File: config.mk
export PLATFORM = sky130hd
export DESIGN_NAME = lpid_cell
export DESIGN_NICKNAME = d
export VERILOG_FILES = /design/src/design/lpid_pkg.sv /design/src/design/lpid_cell.sv
export SDC_FILE = /design/constraint.sdc
export NUM_CORES = 1
export LEC_CHECK = 0
export ABC_AREA = 1
export BUFFER_PORTS_ARGS = -buffer_cell sky130_fd_sc_hd__buf_2
export CORE_ASPECT_RATIO = 2
export CORE_MARGIN = 4
export CORE_UTILIZATION = 45
export DETAILED_ROUTE_END_ITERATION = 10
export GPL_TIMING_DRIVEN = 0
export PLACE_DENSITY = 0.72
export SLEW_MARGIN = 15
export SYNTH_ARGS = -nofsm -noshare
export SYNTH_HDL_FRONTEND = slang
export SYNTH_SLANG_ARGS = --single-unit
File: constraint.sdc
create_clock -name clock -period 8.52 [get_ports clock]
set_input_delay 0.426 -clock clock [delete_from_list [all_inputs] [get_ports clock]]
set_output_delay 0.426 -clock clock [all_outputs]
set_load 0.1 [all_outputs]
File: src/design/lpid_pkg.sv
// Shared types and defaults for the label pair id assigner.
package lpid_pkg;

   localparam int TABLE_ENTRIES_DEF = 256;
   localparam int COUNT_WIDTH_DEF   = 16;

   typedef struct packed {
      logic               clear_first;
      logic signed [31:0] label_a;
      logic signed [31:0] label_b;
   } req_word_type;

   typedef struct packed {
      logic [7:0]  pair_id;
      logic        first_seen;
      logic [15:0] pair_count;
      logic        table_full;
   } rsp_word_type;

   // Control bits that travel with a word along the cell chain.
   typedef struct packed {
      logic valid;
      logic clear;
      logic done;    // resolved: hit or inserted upstream
      logic first;   // resolved by insertion
   } cell_ctl_type;

endpackage

File: src/design/lpid_cell.sv
// One table entry of the chain: holds a key and its count, resolves a passing word.
module lpid_cell #(
   parameter int IDX     = 0,
   parameter int ID_W    = 8,
   parameter int COUNT_W = 16
) (
   input  logic                  clock,
   input  logic                  reset,
   input  logic                  adv,
   input  lpid_pkg::cell_ctl_type ctl_i,
   input  logic [63:0]           key_i,
   input  logic [ID_W-1:0]       id_i,
   input  logic [COUNT_W-1:0]    cnt_i,
   output lpid_pkg::cell_ctl_type ctl_o,
   output logic [63:0]           key_o,
   output logic [ID_W-1:0]       id_o,
   output logic [COUNT_W-1:0]    cnt_o
);

   logic                   occ_ff, occ_in;
   logic [63:0]            key_ff, key_in;
   logic [COUNT_W-1:0]     cnt_ff, cnt_in, cnt_sat;
   lpid_pkg::cell_ctl_type ctl_ff, ctl_in;
   logic [63:0]            pkey_ff;
   logic [ID_W-1:0]        id_ff, id_in;
   logic [COUNT_W-1:0]     pcnt_ff, pcnt_in;
   logic                   occ_eff, match, ins;

   // a clearing word empties this entry before it is looked at
   assign occ_eff = occ_ff & ~(ctl_i.valid & ctl_i.clear);
   assign match   = ctl_i.valid & ~ctl_i.done & occ_eff & (key_ff == key_i);
   assign ins     = ctl_i.valid & ~ctl_i.done & ~occ_eff;
   assign cnt_sat = (cnt_ff == '1) ? cnt_ff : cnt_ff + 1'b1;

   always_comb begin
      occ_in  = occ_eff | ins;
      key_in  = ins ? key_i : key_ff;
      cnt_in  = cnt_ff;
      if (ins) begin
         cnt_in = COUNT_W'(1);
      end else if (match) begin
         cnt_in = cnt_sat;
      end
      ctl_in       = ctl_i;
      ctl_in.done  = ctl_i.done | match | ins;
      ctl_in.first = ctl_i.first | ins;
      id_in        = (match | ins) ? ID_W'(IDX) : id_i;
      pcnt_in      = cnt_i;
      if (ins) begin
         pcnt_in = COUNT_W'(1);
      end else if (match) begin
         pcnt_in = cnt_sat;
      end
   end

   always_ff @(posedge clock) begin
      if (reset) begin
         occ_ff       <= 1'b0;
         ctl_ff.valid <= 1'b0;
      end else if (adv) begin
         occ_ff       <= occ_in;
         ctl_ff.valid <= ctl_in.valid;
         key_ff       <= key_in;
         cnt_ff       <= cnt_in;
         ctl_ff.clear <= ctl_in.clear;
         ctl_ff.done  <= ctl_in.done;
         ctl_ff.first <= ctl_in.first;
         pkey_ff      <= key_i;
         id_ff        <= id_in;
         pcnt_ff      <= pcnt_in;
      end
   end

   assign ctl_o = ctl_ff;
   assign key_o = pkey_ff;
   assign id_o  = id_ff;
   assign cnt_o = pcnt_ff;

endmodule

==> summary.txt <==
Status
  • Status: finished, final reports clean

Yosys
  • Yosys warnings: 0
  • Post-Syn Instances: 636
  • Post-synthesis sequential area ratio: 70.5%
  • Netlist cell types: 31
  • Seq cells post-synth: 173
  • Syn avg cell area: 11.5 sq um
  • Synthesized Nets: 732
  • Post-Syn Area: 7340 sq um

Timing
  • Min cycle time layout: between 2 and 3 ns
  • Final Slew Violations: 0
  • Setup ws final: 5.75 ns
  • Final setup viols: 0
  • RSZ-0062 raised after global routing: false
  • Slew margin rel.: 53.7%
  • Final hold violation count: 0
  • Max Freq: 361 MHz
  • Clock skew: 0.00637 ns
  • Worst-Margin Slew: 0.693 ns
  • Final Cycle Share: between 30% and 40%

Hold path
  • Min-Delay Path Class: in2reg

Layout
  • Post-route cell area: just over 9000 sq um
  • Area Growth Syn to Fin: 25.7%
  • Util after Layout: 58.2%
  • Filler Cell Count: 1348
  • Ant diodes: 0
  • Layout cell share with drive strength beyond 1: 28.6%
  • Nets: 944

Setup path
  • Worst-path fanout max: 21
  • CP most frequent cell: buf_16
  • Worst Setup End Kind: flip-flop
  • WS Path Type: reg2reg
  • Worst path required time: 8.64 ns
  • Max stage delay on crit path: 0.53 ns
  • Slowest CP cell: nor2_1
  • WP buf/inv: 4
  • Setup crit start kind: flip-flop
  • Crit-path leading delay family: simple AND/OR/NAND/NOR gates
  • Cell chain of the critical path: a21boi_2, nor2_1, inv_1, clkbuf_1, nor2_4, buf_16, buf_16
  • CP arrival: 2.89 ns

Placed design
  • HPWL after detailed placement: approximately 12000 um
  • Pre-CTS WS: ~5.4 ns
  • Gpl congestion: about 0.85
  • DP Area: 8700 sq um
  • Port-buffer cells: roughly 190

Run
  • Max-Cap Viols: 0

Clock network
  • H-tree levels: 4
  • Cts repair resizes: 0
  • Setup bufs post-CTS: 0
  • CTS clk-pin slew, worst paths: 0.06 ns
  • Post-CTS Hold Buffers: 0
  • CTS root buffer: clkbuf_16
  • CTS tree: yes
  • Clock insertion delay at the later pin of the skew report: approximately 0.41 ns
  • Max Root-Sink Buffers: 2
  • TritonCTS Buffers: 17
  • CTS Sinks: 173

Floorplan
  • Die Ht: 189 um
  • Die Wd: 98.3 um
  • Initial Util: 46.3%
  • # IOs: 187
  • Die area: 18500 sq um
  • Rows: 65
  • Core Region: ~16000 sq um

Detailed routing
  • Via count: 4891
  • Initial DRT Pass Iterations: 4
  • DR vias/cell: between 4 and 5
  • DR DRC count: 0
  • Initial DRC count: 149
  • Routed Antenna Nets: 0
  • Final wirelength: roughly 15000 um
  • Wire length per cell: 14.3 um

Pwr
  • Pwr dens: about 220 nW/um^2
  • Max IR drop VDD: between 150 and 200 uV
  • Power Total: 2.00 mW
  • Static Leak: 4.10 nW

Global routing
  • Largest net degree at the start of global routing: 32
  • Total global routing overflow: 0
  • Tot GR Track Use: 17.1%
  • Vias in the first global route: 5138
  • First-pass GRT wire length: 24800 um
  • Initial antenna violation count: 0
## layer usage
layer  track usage (%)  vias up  routed length [um]
met5                 0        -                   0
met1              17.2     2239                5460
li1                  -     2483                   -
met4              7.05        0                 377
met2              32.4      148                8570
met3              4.37       21                 791
## cell usage after synthesis (all sizes together)
master | count | area [sq um]
inv | 110 | 413
nand3 | 14 | 82.6
nand2 | 167 | 639
o21ai | 4 | 20.0
a211oi | 1 | 7.51
o211ai | 2 | 15.0
edfxtp | 171 | 5130
xnor2 | 41 | 359
clkbuf | 1 | 3.75
or2 | 4 | 25.0
nor3 | 3 | 20.0
a21oi | 2 | 10.0
nor2 | 91 | 378
ha | 1 | 12.5
xor2 | 6 | 52.6
a21boi | 1 | 11.3
nand4 | 10 | 62.6
buf | 4 | 43.8
nor4 | 1 | 6.26
dfxtp | 2 | 40.0
## worst paths after layout
kind,startpoint,endpoint,slack (ns),depth (start not counted)
max,occ_ff$_SDFFE_PP0P_,key_ff[33]$_DFFE_PP_,5.75,7
min,key_i[63],key_ff[63]$_DFFE_PP_,0.22,1
max reg2reg,occ_ff$_SDFFE_PP0P_,key_ff[33]$_DFFE_PP_,5.75,7
min reg2reg,occ_ff$_SDFFE_PP0P_,occ_ff$_SDFFE_PP0P_,0.49,2
## worst register-to-register path, stage by stage (launching register included)
cell	delay [ns]
dfxtp_1	0.32
a21boi_2	0.17
nor2_1	0.53
inv_1	0.24
clkbuf_1	0.31
nor2_4	0.46
buf_16	0.24
buf_16	0.20
## flip-flops by register name, indices dropped and copies added, names as in the netlist
name and cells:
cnt_ff 16, cnt_o 16, ctl_o 4, id_o 8
key_ff 64, key_o 64, occ_ff 1
## final cells by class
cell class	count	area, sq um	share of cell area (%)
flip-flops and latches	173	5170	56.1
multi-input cells	348	1720	18.6
repair buffers	193	1090	11.8
clock buffers	19	433	4.69
inverters	110	413	4.48
well taps	201	251	2.73
clock inverters	13	92.6	1.00
plain buffers	5	47.5	0.515
## layout by cell type (no fill, tap or decap), types with 2 or more instances in the layout
cell type	instances
clkinvlp_4	4
o211ai_1	2
buf_6	2
nor2_4	4
buf_12	3
clkinv_4	2
nor2_2	2
nor2_1	84
buf_2	187
o21ai_0	4
xor2_1	6
nand2_1	164
inv_1	108
dfxtp_1	2
inv_6	3
inv_2	2
nand2_2	2
nand4_1	10
xnor2_1	41
edfxtp_1	171
clkbuf_1	3
nand3_1	13
clkbuf_16	17
or2_2	4
clkinv_2	3
buf_16	4
nor3_1	2
## where the power goes
group          internal, mW  total, mW  switching, mW
Combinational        0.0618      0.327          0.265
Clock                 0.374      0.690          0.317
Sequential            0.975      0.985        0.00932
Total                  1.41       2.00          0.591
## stage by stage
stage                     hold WS (ns)  TNS [ns]  std cells
after global placement           0.446   -174.29       1023
final                            0.224         0       1062
after CTS                        0.203         0       1062
after global routing             0.201         0       1062
after floorplan                  0.433         0        636
after detailed placement         0.457         0       1030
## cells by family (layout without fill, tap and decap cells)
| kind of cell | after synthesis | in the layout | share of synthesized area (%) |
|---|---|---|---|
| xor+xnor | 47 | 47 | 5.61 |
| simple gates | 290 | 290 | 16.5 |
| compound gates | 10 | 10 | 0.870 |
| buf+inv | 115 | 340 | 6.28 |
| fa+ha+maj | 1 | 1 | 0.171 |
| flops | 173 | 173 | 70.5 |
(Power assumes the default switching activity.)
